**config.mk**
```make
export PLATFORM = sky130hd
export DESIGN_NAME = integer_to_radix_digits_top
export DESIGN_NICKNAME = d
export VERILOG_FILES = /design/src/itrd_pkg.sv /design/src/itrd_ram.sv /design/src/itrd_ctrl.sv /design/src/itrd_dpath.sv /design/src/integer_to_radix_digits_top.sv
export SDC_FILE = /design/constraint.sdc
export NUM_CORES = 1
export LEC_CHECK = 0
export BUFFER_PORTS_ARGS = -buffer_cell sky130_fd_sc_hd__buf_2
export CAP_MARGIN = 30
export CORE_UTILIZATION = 36
export DETAILED_ROUTE_END_ITERATION = 6
export PLACE_DENSITY = 0.52
export SLEW_MARGIN = 5
export SYNTH_ARGS = -nofsm -noshare
export SYNTH_HDL_FRONTEND = slang
export SYNTH_SLANG_ARGS = --single-unit
```
**constraint.sdc**
```tcl
create_clock -name clk -period 3.3 [get_ports clk]
set_input_delay 0.495 -clock clk [delete_from_list [all_inputs] [get_ports clk]]
set_output_delay 0.495 -clock clk [all_outputs]
set_load 0.005 [all_outputs]
```
**src/itrd_pkg.sv**
```systemverilog
`default_nettype none

package itrd_pkg;

    localparam int VALUE_WIDTH = 64;
    localparam int CNT_W       = $clog2(VALUE_WIDTH + 1);
    localparam int ADDR_W      = $clog2(VALUE_WIDTH);
    localparam int STEP_W      = $clog2(VALUE_WIDTH);
    localparam int RADIX_W     = 6;
    localparam int DIGIT_W     = 6;
    localparam int CHAR_W      = 7;

    localparam logic [RADIX_W-1:0] RADIX_MIN   = 6'd2;
    localparam logic [RADIX_W-1:0] RADIX_MAX   = 6'd36;
    localparam logic [RADIX_W-1:0] RADIX_RESET = 6'd10;

    localparam logic [CHAR_W-1:0] CHAR_ZERO = 7'h30;
    localparam logic [CHAR_W-1:0] CHAR_A    = 7'h61;
    localparam logic [DIGIT_W-1:0] DIGIT_NINE = 6'd9;
    localparam logic [DIGIT_W-1:0] DIGIT_TEN  = 6'd10;

    // controller to datapath
    typedef struct packed {
        logic load;      // take a new input word
        logic div_step;  // one restoring division step
        logic store;     // write remainder digit, start next digit
        logic emit;      // move read digit to the output register
    } cmd_t;

    // datapath to controller
    typedef struct packed {
        logic last_step; // final division step of this digit
        logic q_zero;    // quotient left after this digit is zero
        logic cnt_full;  // digit store about to be full
        logic idx_zero;  // reading the least significant digit
        logic out_free;  // output register can take a digit
    } status_t;

    function automatic logic [CHAR_W-1:0] to_ascii(input logic [DIGIT_W-1:0] d);
        logic [CHAR_W-1:0] c;
        if (d > DIGIT_NINE)
            c = CHAR_A + CHAR_W'(d - DIGIT_TEN);
        else
            c = CHAR_ZERO + CHAR_W'(d);
        return c;
    endfunction

endpackage

`default_nettype wire

```
**src/itrd_ram.sv**
```systemverilog
`default_nettype none

module itrd_ram #(
    parameter int WIDTH = 8,
    parameter int DEPTH = 64
) (
    input  wire logic                     clk,
    input  wire logic                     we,
    input  wire logic [$clog2(DEPTH)-1:0] waddr,
    input  wire logic [WIDTH-1:0]         wdata,
    input  wire logic [$clog2(DEPTH)-1:0] raddr,
    output logic      [WIDTH-1:0]         rdata
);

    logic [WIDTH-1:0] mem_reg [DEPTH];
    logic [WIDTH-1:0] rdata_reg;

    always_ff @(posedge clk)
    begin
        if (we)
        begin
            mem_reg[waddr] <= wdata;
        end
        rdata_reg <= mem_reg[raddr];
    end

    assign rdata = rdata_reg;

endmodule

`default_nettype wire

```
**src/itrd_ctrl.sv**
```systemverilog
`default_nettype none

module itrd_ctrl (
    input  wire logic              clk,
    input  wire logic              rst_n,
    input  wire logic              in_valid,
    output logic                   in_ready,
    input  wire itrd_pkg::status_t status,
    output itrd_pkg::cmd_t         cmd
);

    localparam logic [2:0] ST_IDLE  = 3'd0;
    localparam logic [2:0] ST_DIV   = 3'd1;
    localparam logic [2:0] ST_STORE = 3'd2;
    localparam logic [2:0] ST_RD    = 3'd3;
    localparam logic [2:0] ST_LOAD  = 3'd4;

    logic [2:0] state_reg;
    logic [2:0] state_next;

    always_ff @(posedge clk or negedge rst_n)
    begin
        if (!rst_n)
            state_reg <= ST_IDLE;
        else
            state_reg <= state_next;
    end

    always_comb
    begin
        state_next = state_reg;
        cmd        = '0;
        in_ready   = 1'b0;
        unique case (state_reg)
            ST_IDLE:
            begin
                in_ready = 1'b1;
                if (in_valid)
                begin
                    cmd.load   = 1'b1;
                    state_next = ST_DIV;
                end
            end
            ST_DIV:
            begin
                cmd.div_step = 1'b1;
                if (status.last_step)
                    state_next = ST_STORE;
            end
            ST_STORE:
            begin
                cmd.store = 1'b1;
                if (status.q_zero || status.cnt_full)
                    state_next = ST_RD;
                else
                    state_next = ST_DIV;
            end
            ST_RD:
            begin
                // ram read issued at the held index
                state_next = ST_LOAD;
            end
            ST_LOAD:
            begin
                if (status.out_free)
                begin
                    cmd.emit = 1'b1;
                    if (status.idx_zero)
                        state_next = ST_IDLE;
                    else
                        state_next = ST_RD;
                end
            end
            default:
            begin
                state_next = ST_IDLE;
            end
        endcase
    end

endmodule

`default_nettype wire

```
**src/itrd_dpath.sv**
```systemverilog
`default_nettype none

module itrd_dpath (
    input  wire logic                          clk,
    input  wire logic                          rst_n,
    input  wire logic                          cfg_wen,
    input  wire logic [itrd_pkg::RADIX_W-1:0]  cfg_wdata,
    input  wire logic [itrd_pkg::VALUE_WIDTH-1:0] in_value,
    input  wire logic                          in_is_signed,
    input  wire itrd_pkg::cmd_t                cmd,
    output itrd_pkg::status_t                  status,
    output logic                               out_valid,
    input  wire logic                          out_ready,
    output logic [itrd_pkg::CHAR_W-1:0]        out_char,
    output logic                               out_negative,
    output logic                               out_last
);

    localparam int VW = itrd_pkg::VALUE_WIDTH;

    logic [itrd_pkg::RADIX_W-1:0] radix_reg;
    logic [itrd_pkg::RADIX_W-1:0] radix_eff;

    logic [VW-1:0]                q_reg;
    logic [itrd_pkg::DIGIT_W-1:0] rem_reg;
    logic [itrd_pkg::STEP_W-1:0]  step_reg;
    logic [itrd_pkg::CNT_W-1:0]   cnt_reg;
    logic [itrd_pkg::ADDR_W-1:0]  idx_reg;
    logic                         neg_reg;

    logic                         out_valid_reg;
    logic [itrd_pkg::CHAR_W-1:0]  out_char_reg;
    logic                         out_neg_reg;
    logic                         out_last_reg;

    logic [VW-1:0]                mag;
    logic                         in_neg;
    logic [itrd_pkg::DIGIT_W:0]   trial;
    logic [itrd_pkg::DIGIT_W:0]   diff;
    logic                         fits;
    logic [itrd_pkg::DIGIT_W-1:0] ram_rdata;

    always_ff @(posedge clk or negedge rst_n)
    begin
        if (!rst_n)
            radix_reg <= itrd_pkg::RADIX_RESET;
        else if (cfg_wen)
            radix_reg <= cfg_wdata;
    end

    always_comb
    begin
        if (radix_reg < itrd_pkg::RADIX_MIN)
            radix_eff = itrd_pkg::RADIX_MIN;
        else if (radix_reg > itrd_pkg::RADIX_MAX)
            radix_eff = itrd_pkg::RADIX_MAX;
        else
            radix_eff = radix_reg;
    end

    // two's complement magnitude; most negative value stays as 2^(VW-1)
    assign in_neg = in_is_signed & in_value[VW-1];
    assign mag    = in_neg ? (~in_value + VW'(1)) : in_value;

    // restoring division, one quotient bit per step
    assign trial = {rem_reg, q_reg[VW-1]};
    assign diff  = trial - {1'b0, radix_eff};
    assign fits  = (trial >= {1'b0, radix_eff});

    always_ff @(posedge clk)
    begin
        if (cmd.load)
        begin
            q_reg   <= mag;
            rem_reg <= '0;
            neg_reg <= in_neg;
        end
        else if (cmd.div_step)
        begin
            q_reg   <= {q_reg[VW-2:0], fits};
            rem_reg <= fits ? diff[itrd_pkg::DIGIT_W-1:0] : trial[itrd_pkg::DIGIT_W-1:0];
        end
        else if (cmd.store)
        begin
            rem_reg <= '0;
        end
    end

    always_ff @(posedge clk or negedge rst_n)
    begin
        if (!rst_n)
        begin
            step_reg <= '0;
            cnt_reg  <= '0;
            idx_reg  <= '0;
        end
        else
        begin
            if (cmd.load || cmd.store)
                step_reg <= '0;
            else if (cmd.div_step)
                step_reg <= step_reg + itrd_pkg::STEP_W'(1);

            if (cmd.load)
                cnt_reg <= '0;
            else if (cmd.store)
                cnt_reg <= cnt_reg + itrd_pkg::CNT_W'(1);

            if (cmd.store)
                idx_reg <= cnt_reg[itrd_pkg::ADDR_W-1:0];
            else if (cmd.emit)
                idx_reg <= idx_reg - itrd_pkg::ADDR_W'(1);
        end
    end

    itrd_ram #(
        .WIDTH (itrd_pkg::DIGIT_W),
        .DEPTH (VW)
    ) u_digits (
        .clk   (clk),
        .we    (cmd.store),
        .waddr (cnt_reg[itrd_pkg::ADDR_W-1:0]),
        .wdata (rem_reg),
        .raddr (idx_reg),
        .rdata (ram_rdata)
    );

    always_ff @(posedge clk or negedge rst_n)
    begin
        if (!rst_n)
            out_valid_reg <= 1'b0;
        else if (cmd.emit)
            out_valid_reg <= 1'b1;
        else if (out_ready)
            out_valid_reg <= 1'b0;
    end

    always_ff @(posedge clk)
    begin
        if (cmd.emit)
        begin
            out_char_reg <= itrd_pkg::to_ascii(ram_rdata);
            out_neg_reg  <= neg_reg;
            out_last_reg <= (idx_reg == '0);
        end
    end

    assign status.last_step = (step_reg == itrd_pkg::STEP_W'(VW - 1));
    assign status.q_zero    = (q_reg == '0);
    assign status.cnt_full  = (cnt_reg == itrd_pkg::CNT_W'(VW - 1));
    assign status.idx_zero  = (idx_reg == '0);
    assign status.out_free  = !out_valid_reg || out_ready;

    assign out_valid    = out_valid_reg;
    assign out_char     = out_char_reg;
    assign out_negative = out_neg_reg;
    assign out_last     = out_last_reg;

endmodule

`default_nettype wire

```
**src/integer_to_radix_digits_top.sv**
```systemverilog
// channel   dir  tdata (low bit up)             tuser        tlast
// s_*       in   [63:0] value                   is_signed    -
// m_*       out  [6:0] digit_char, [7] zero     negative     last digit of run
// cfg_*     in   cfg_wdata[5:0] radix, written when cfg_wen is high
//
// conversion is set by the one-bit-per-cycle restoring divider (VALUE_WIDTH steps
// per digit) and by the digit ram read per emitted digit
// one word at a time: s_tready is high only while the block is idle
// reset is asynchronous active low; radix returns to 10, no memory clearing
// a stalled m_tready holds the output register and pauses the digit readout
`default_nettype none

module integer_to_radix_digits_top (
    input  wire logic        clk,
    input  wire logic        rst_n,
    // configuration
    input  wire logic        cfg_wen,
    input  wire logic [5:0]  cfg_wdata,   // radix
    // input words
    input  wire logic        s_tvalid,
    output logic             s_tready,
    input  wire logic [63:0] s_tdata,     // value
    input  wire logic        s_tuser,     // is_signed
    // digit words
    output logic             m_tvalid,
    input  wire logic        m_tready,
    output logic [7:0]       m_tdata,     // digit_char, zero pad
    output logic             m_tuser,     // negative
    output logic             m_tlast      // last
);

    itrd_pkg::cmd_t    cmd;
    itrd_pkg::status_t status;
    logic [itrd_pkg::CHAR_W-1:0] digit_char;

    itrd_ctrl u_ctrl (
        .clk      (clk),
        .rst_n    (rst_n),
        .in_valid (s_tvalid),
        .in_ready (s_tready),
        .status   (status),
        .cmd      (cmd)
    );

    // only the low VALUE_WIDTH bits of the value take part
    itrd_dpath u_dpath (
        .clk          (clk),
        .rst_n        (rst_n),
        .cfg_wen      (cfg_wen),
        .cfg_wdata    (cfg_wdata),
        .in_value     (s_tdata[itrd_pkg::VALUE_WIDTH-1:0]),
        .in_is_signed (s_tuser),
        .cmd          (cmd),
        .status       (status),
        .out_valid    (m_tvalid),
        .out_ready    (m_tready),
        .out_char     (digit_char),
        .out_negative (m_tuser),
        .out_last     (m_tlast)
    );

    assign m_tdata = {1'b0, digit_char};

endmodule

`default_nettype wire

```
==> summary.md, run 1 <==
Outcome
• **result of the run** finished, final reports clean

Detailed routing
• **DRC Markers** 0
• **Routed Wire Length** 52640 um
• **remaining number of nets flagged by the antenna check after routing** 0
• **first-pass detailed-route iteration total** 5
• **total number of vias** 12898
• **vias per cell** 5.321
• **initial DRC count** 1114
• **average detailed-routed wire length per instance** 21.71 um

GRT
• **wire length of the first global-routing pass** 79990 um
• **pin count of the biggest net entering global routing** 67
• **met3 Resource Use GR** 2.176%
• **global routing usage on met2** 27.00%
• **vias in the first global route** 12643
• **gr ovfl total** 0
• **most congested layer reported by global routing** met2
• **M1 GR Usage** 25.85%
• **overall global routing resource usage** 17.42%
• **initial antenna violation count** 1

STA
• **timing-limited maximum frequency** 0.3528 GHz
• **final-report hold violation count** 0
• **number of max-slew violations in the final report** 0
• **setup repair after global routing missed its margin** no
• **transition time at the pin with the least slew margin** 0.8457 ns
• **post-route clock skew** 0.02491 ns
• **final worst path period need** 2.835 ns
• **part of the cycle the worst path needs** 85.90%
• **final count of negative-setup-slack endpoints** 0
• **accumulated negative setup slack** 0 ns
• **slew margin rel.** 43.62%

Worst setup path
• **largest driver fanout on the critical path** 5
• **Critical Path Slowest Stage Cell** dfrtp_1
• **worst endpoint required time** 3.85 ns
• **critical path's most frequent cell** nand2_1
• **number of buffers and inverters on the critical path** 2
• **critical path capture point type** flip-flop
• **worst endpoint data arrival time** 3.38 ns
• **critical path start-end classification** reg -> reg
• **family of cells with the greatest summed delay on the critical path** compound AO/OA/AOI/OAI gates
• **CP peak stage delay** 0.41 ns
• **ordered cell list for the critical path** nor3_1, nand2_1, nand2_1, o21a_1, inv_1, ha_1, nand2_1, o21ai_0, a21oi_1, o21ai_1, buf_4, mux2i_1, a22o_1
• **type of element launching the critical path** flip-flop

Pwr
• **largest vdd supply drop** 0.6530 mV
• **cell leakage power** 8.560 nW
• **power per standard cell area** 822.6 mW/mm^2

Place
• **placer congestion estimate** 0.8280
• **number of port buffers** 86
• **Cells after DPL** 2323
• **hpwl dp** 34170 um

Yosys
• **Mapped Avg Cell Area** 14.78 sq um
• **number of enable flip-flop cells after synthesis** 458
• **syn_nets** 1570
• **synthesis-stage register bit count** 499
• **post-synthesis async set-or-reset flop share** 5.812%
• **primary flip-flop cell chosen by synthesis mapping** edfxtp_1
• **number of synthesis warnings** 0
• **number of instances in the synthesized netlist** 1476
• **distinct cell type count after synthesis** 65
• **Post-Syn Area** 0.02181 sq mm
• **sequential element share of the synthesized area** 67.50%

Floorplanning
• **die width** 248.1 um
• **I/O pin count** 88
• **floorplan die area** 0.06157 sq mm
• **starting density of the core** 36.68%
• **cell row count** 89
• **Std-Cell Core Area** 0.05946 sq mm
• **die outline height** 248.1 um

Final layout
• **max FFs per register** 384
• **# nets final** 1700
• **fill cell total of the finished layout** 5410
• **Area growth, synth to finish** 15.82%
• **final instance count without filler cells** 2424
• **proportion of layout cells with a drive suffix above 1** 21.88%

Clock network
• **clock latency of the later-clocked register in the worst-skew pair** 0.62 ns
• **number of clock sinks** 499
• **buffer depth of the longest clock path** 3
• **clock slew at reported path FFs** 0.06 ns
• **CTS Root Cell** clkbuf_16
• **count of H-tree levels built during CTS** 2
• **clock tree from TritonCTS** yes
• **post-cts gate resize count** 0
• **CTS buffer count** 53

Worst hold path
• **worst min-delay path category** in -> reg

Flow run
• **max capacitance violation total** 0

-- cell families (layout without fill, tap and decap cells) --
family	Yosys count	in the layout	share of synthesized area, %
DFF	499	499	67.50
and+or+nand+nor	416	416	8.932
AOI/OAI and AO/OA	246	246	6.895
muxes	116	116	10.63
buffers and inverters	107	281	2.031
xor gates and xnor gates	73	73	2.931
adders and majority gates	18	18	1.067
other	1	2	0.01719
-- cells in the mapped netlist, types with 5 or more instances --
master    number  area [sq um]
a41oi_1        5         43.79
nand2_1      146         548.0
nand2b_1      11         68.82
ha_1          17         212.7
edfxtp_1     458         13750
mux2_2         5         56.30
clkbuf_1      47         176.4
nor2b_1       18         112.6
inv_1         27         101.4
xnor2_1       59         516.8
mux2i_1       19         190.2
nor4_1        25         156.4
dfxtp_1       12         240.2
dfrtp_1       27         675.7
o21ai_0       83         415.4
nand4_1        9         56.30
nor3_1        28         140.1
or2_2          5         31.28
a211oi_1      14         105.1
and2_1         6         37.54
a22oi_1       14         105.1
nand3_1       13         65.06
buf_1         13         48.80
a31oi_1       30         187.7
o21ai_1        9         45.04
buf_2         15         75.07
a22o_1         6         52.55
or3_1         11         68.82
o22ai_1        9         56.30
a21oi_1       43         215.2
xor2_1        14         122.6
nor2_1       122         457.9
o31ai_1        6         45.04
mux4_2        92          2072
-- tightest hold or removal path, cell delays in order --
cell     delay [ns]
buf_2          0.07
nand2_1        0.04
o21ai_0        0.07
-- report_power, final --
part	switching [W]	internal, W
clock network	0.00251	0.00351
logic	0.00352	0.00218
registers	0.000580	0.00848
total	0.00661	0.0142
-- final cells by class --
cell class,instances,area [sq um],area share [%]
Antenna cell,1,2.502,0.009906
Inverter,28,105.1,0.4161
Clock buffer,66,1446,5.726
Sequential cell,499,14740,58.34
Tap cell,773,967.2,3.829
Multi-Input combinational cell,870,6665,26.39
Clock inverter,33,317.8,1.258
Timing Repair Buffer,154,1018,4.032
-- per-stage QoR --
step                total power, W  worst slack (ns)  utilization, %  area [sq um]  hold slack (ns)
finish                     0.02078            0.4654           42.48         25260           0.1094
global placement           0.01489            0.3554           39.49         23480           0.4007
CTS                        0.02099            0.4720           42.48         25260          0.07769
floorplan                  0.01273            0.1204               -         21810           0.1994
global route               0.02176            0.1656           42.48         25260           0.1114
detailed placement         0.01497            0.2975           39.49         23480           0.4099
-- cells in the final DEF (no fill, tap or decap), types with 30 or more instances in the layout --
| cell type | Yosys | layout |
|---|---|---|
| edfxtp_1 | 458 | 458 |
| nand2_1 | 146 | 143 |
| nor2_1 | 122 | 122 |
| mux4_2 | 92 | 92 |
| buf_2 | 15 | 86 |
| o21ai_0 | 83 | 83 |
| buf_4 | 2 | 61 |
| xnor2_1 | 59 | 59 |
| clkbuf_16 | 0 | 54 |
| a21oi_1 | 43 | 43 |
| a31oi_1 | 30 | 30 |
-- repair_timing --
item | CTS | global route
buffers inserted | 0 | 0
hold endpoints to repair | 27 | 0
hold buffers | 1 | 0
-- final timing paths --
check	start	to	slack, ns	cells past startpoint
min reg2reg	u_dpath.neg_reg$_DFFE_PP_	u_dpath.out_negative$_DFFE_PP_	0.43	0
max	u_dpath.radix_reg[4]$_DFFE_PN0P_	u_dpath.rem_reg[0]$_SDFFE_PP0P_	0.47	13
max reg2reg	u_dpath.radix_reg[4]$_DFFE_PN0P_	u_dpath.rem_reg[0]$_SDFFE_PP0P_	0.47	13
min in group asynchronous	rst_n	u_dpath.radix_reg[2]$_DFFE_PN0P_	0.47	2
max in group asynchronous	rst_n	u_dpath.idx_reg[1]$_DFFE_PN0P_	2.28	2
min	cfg_wdata[5]	u_dpath.radix_reg[5]$_DFFE_PN0P_	0.11	3
-- layer usage --
layer	vias to the layer above	wire, um
li1	5966	-
met1	6542	24960
met2	332	24320
met3	58	2500
met4	0	860
met5	-	0
Power figures use the tool's default switching activity.
==> run 2, diff against run 1 <==
--- a/config.mk
+++ b/config.mk
@@ -9,7 +9,7 @@
 export CAP_MARGIN = 30
 export CORE_UTILIZATION = 36
 export DETAILED_ROUTE_END_ITERATION = 6
-export PLACE_DENSITY = 0.52
+export PLACE_DENSITY = 0.5
 export SLEW_MARGIN = 5
 export SYNTH_ARGS = -nofsm -noshare
 export SYNTH_HDL_FRONTEND = slang
==> constraint.sdc (replaced) <==
create_clock -name clk -period 3.2 [get_ports clk]
set_input_delay 0.48 -clock clk [delete_from_list [all_inputs] [get_ports clk]]
set_output_delay 0.48 -clock clk [all_outputs]
set_load 0.005 [all_outputs]
==> run 2 against run 1 <==
  * First-iteration DRC count rose by 7.6%
  * Utilization is 0.29 points higher
  * Fmax rose by 6.6%
  * Power up 2.8%
  * Largest cell class unchanged
  * Setup slack improved by 0.075 ns
  * Clock skew down 0.0017 ns
  * Sequential cell count unchanged
  * Combinational power up 5.1%
  * Critical path depth is 6 lower
==> summary.md, run 2 (synthesis gave the netlist of run 1 again) <==
Worst setup path
• **critical path start-end classification** reg -> reg, unchanged
• **worst endpoint required time** 3.70 ns, was 3.85 ns
• **type of element launching the critical path** flip-flop, unchanged
• **critical path's most frequent cell** buf_12, was nand2_1
• **family of cells with the greatest summed delay on the critical path** compound AO/OA/AOI/OAI gates, unchanged
• **Critical Path Slowest Stage Cell** dfrtp_4, was dfrtp_1
• **critical path capture point type** flip-flop, unchanged
• **ordered cell list for the critical path** buf_12, buf_12, mux4_2, a22o_1, a221oi_1, a211oi_1, buf_4, was nor3_1, nand2_1, nand2_1, o21a_1, inv_1, ha_1, nand2_1, o21ai_0, a21oi_1, o21ai_1, buf_4, mux2i_1, a22o_1
• **largest driver fanout on the critical path** 17, was 5
• **CP peak stage delay** 0.56 ns, was 0.41 ns
• **worst endpoint data arrival time** 3.16 ns, was 3.38 ns
• **number of buffers and inverters on the critical path** 3, was 2

STA
• **number of max-slew violations in the final report** 0, unchanged
• **post-route clock skew** 0.02322 ns, was 0.02491 ns
• **final-report hold violation count** 0, unchanged
• **timing-limited maximum frequency** 0.3760 GHz, was 0.3528 GHz
• **transition time at the pin with the least slew margin** 0.8132 ns, was 0.8457 ns
• **final worst path period need** 2.660 ns, was 2.835 ns
• **part of the cycle the worst path needs** 83.12%, was 85.90%
• **setup repair after global routing missed its margin** no, unchanged
• **accumulated negative setup slack** 0 ns, unchanged
• **slew margin rel.** 45.78%, was 43.62%
• **final worst hold slack** 0.09040 ns, was 0.1094 ns
• **final count of negative-setup-slack endpoints** 0, unchanged

Detailed routing
• **DRC Markers** 0, unchanged
• **Routed Wire Length** 53460 um, was 52640 um
• **total number of vias** 12914, was 12898
• **first-pass detailed-route iteration total** 7, was 5
• **initial DRC count** 1199, was 1114
• **average detailed-routed wire length per instance** 21.83 um, was 21.71 um
• **vias per cell** 5.273, was 5.321
• **remaining number of nets flagged by the antenna check after routing** 0, unchanged

Final layout
• **ant diodes** 0, was 1
• **leading cell types in the layout, fill and taps excluded** edfxtp_1 (458), nand2_1 (143), nor2_1 (122), mux4_2 (92), buf_4 (91), was edfxtp_1 (458), nand2_1 (143), nor2_1 (122), mux4_2 (92), buf_2 (86)
• **# nets final** 1733, was 1700
• **Area growth, synth to finish** 16.60%, was 15.82%
• **commonest non-fill, non-tap cell in the layout** edfxtp_1, unchanged
• **proportion of layout cells with a drive suffix above 1** 22.55%, was 21.88%
• **max FFs per register** 384, unchanged
• **fill cell total of the finished layout** 5454, was 5410

GRT
• **overall global routing resource usage** 17.84%, was 17.42%
• **initial antenna violation count** 1, unchanged
• **vias in the first global route** 13127, was 12643
• **wire length of the first global-routing pass** 81640 um, was 79990 um
• **gr ovfl total** 0, unchanged
• **pin count of the biggest net entering global routing** 75, was 67

Worst hold path
• **worst min-delay path category** in -> reg, unchanged

Clock network
• **clock latency of the later-clocked register in the worst-skew pair** 0.61 ns, was 0.62 ns
• **clock slew at reported path FFs** 0.06 ns, about the same
• **buffer depth of the longest clock path** 3, unchanged
• **clock tree from TritonCTS** yes, unchanged
• **CTS Hold Buffers Added** 1, unchanged
• **number of clock sinks** 499, unchanged
• **CTS Root Cell** clkbuf_16, unchanged
• **post-CTS repair timing setup buffer count** 0, unchanged
• **count of H-tree levels built during CTS** 2, unchanged
• **CTS buffer count** 54, was 53
• **post-cts gate resize count** 0, unchanged

Flow run
• **max capacitance violation total** 0, unchanged

Place
• **placer congestion estimate** 0.8066, was 0.8280
• **number of port buffers** 86, unchanged
• **hpwl dp** 35360 um, was 34170 um

Floorplanning
• **starting density of the core** 36.68%, unchanged
• **die width** 248.1 um, unchanged
• **Std-Cell Core Area** 0.05946 sq mm, unchanged
• **I/O pin count** 88, unchanged
• **cell row count** 89, unchanged
• **floorplan die area** 0.06157 sq mm, unchanged
• **die outline height** 248.1 um, unchanged

Pwr
• **final total power** 0.02137 W, was 0.02078 W
• **power per standard cell area** 840.3 mW/mm^2, was 822.6 mW/mm^2
• **largest vdd supply drop** 0.4142 mV, was 0.6530 mV
• **cell leakage power** 8.675 nW, was 8.560 nW

Outcome
• **result of the run** finished, final reports clean, unchanged

==> run 2: cell count changes in the layout (fill, tap and decap cells not counted), sizes merged <==
cell / previous run / this run
clkbuf: 66 / 70
clkinv: 25 / 19
diode: 1 / 0
buf: 153 / 185
clkinvlp: 3 / 0
bufinv: 5 / 4
==> run 2: cell type report <==
cell class	count	area (sq um)	area share, %
inverters	28	105.1	0.4133
repair buffers	186	1284	5.048
clock buffers	70	1443	5.673
well taps	773	967.2	3.803
multi-input cells	870	6665	26.21
clock inverters	23	229.0	0.9004
flip-flops and latches	499	14740	57.95
==> run 2: tightest hold or removal path, cell delays in order <==
cell     delay [ns]
buf_2          0.07
nand2_1        0.04
o21ai_0        0.06
==> run 2: stage by stage <==
stage	cells	instance area, sq um	worst slack, ns	util (%)
detailed placement	2355	23750	0.2492	39.94
finish	2449	25430	0.5401	42.77
floorplan	1476	21810	0.02039	-
CTS	2449	25430	0.5250	42.77
global route	2449	25430	0.1691	42.77
global placement	2355	23750	0.2598	39.94
==> run 2: final timing paths <==
check	from	to	slack (ns)	cells after the start
hold / removal	cfg_wdata[5]	u_dpath.radix_reg[5]$_DFFE_PN0P_	0.09	3
max in group asynchronous	rst_n	u_dpath.idx_reg[0]$_DFFE_PN0P_	2.22	2
setup / recovery	u_dpath.idx_reg[0]$_DFFE_PN0P_	u_dpath.u_digits.rdata[0]$_DFF_P_	0.54	7
min in group asynchronous	rst_n	u_dpath.radix_reg[0]$_DFFE_PN0P_	0.46	2
setup reg to reg	u_dpath.idx_reg[0]$_DFFE_PN0P_	u_dpath.u_digits.rdata[0]$_DFF_P_	0.54	7
hold reg to reg	u_dpath.neg_reg$_DFFE_PP_	u_dpath.out_negative$_DFFE_PP_	0.45	0
==> run 2: power by group <==
group	switching (W)	internal, W	total, W	leakage (nW)
logic	0.00363	0.00235	0.00599	3.16
clock network	0.00251	0.00348	0.00599	0.815
registers	0.000653	0.00874	0.00940	4.70
==> run 2: per-layer routing <==
layer	wire (um)	GRT usage, %	up-vias
li1	-	-	6026
met1	25090	25.57	6486
met2	24500	27.73	312
met3	2492	2.736	90
met4	1366	5.882	0
met5	0	0	-
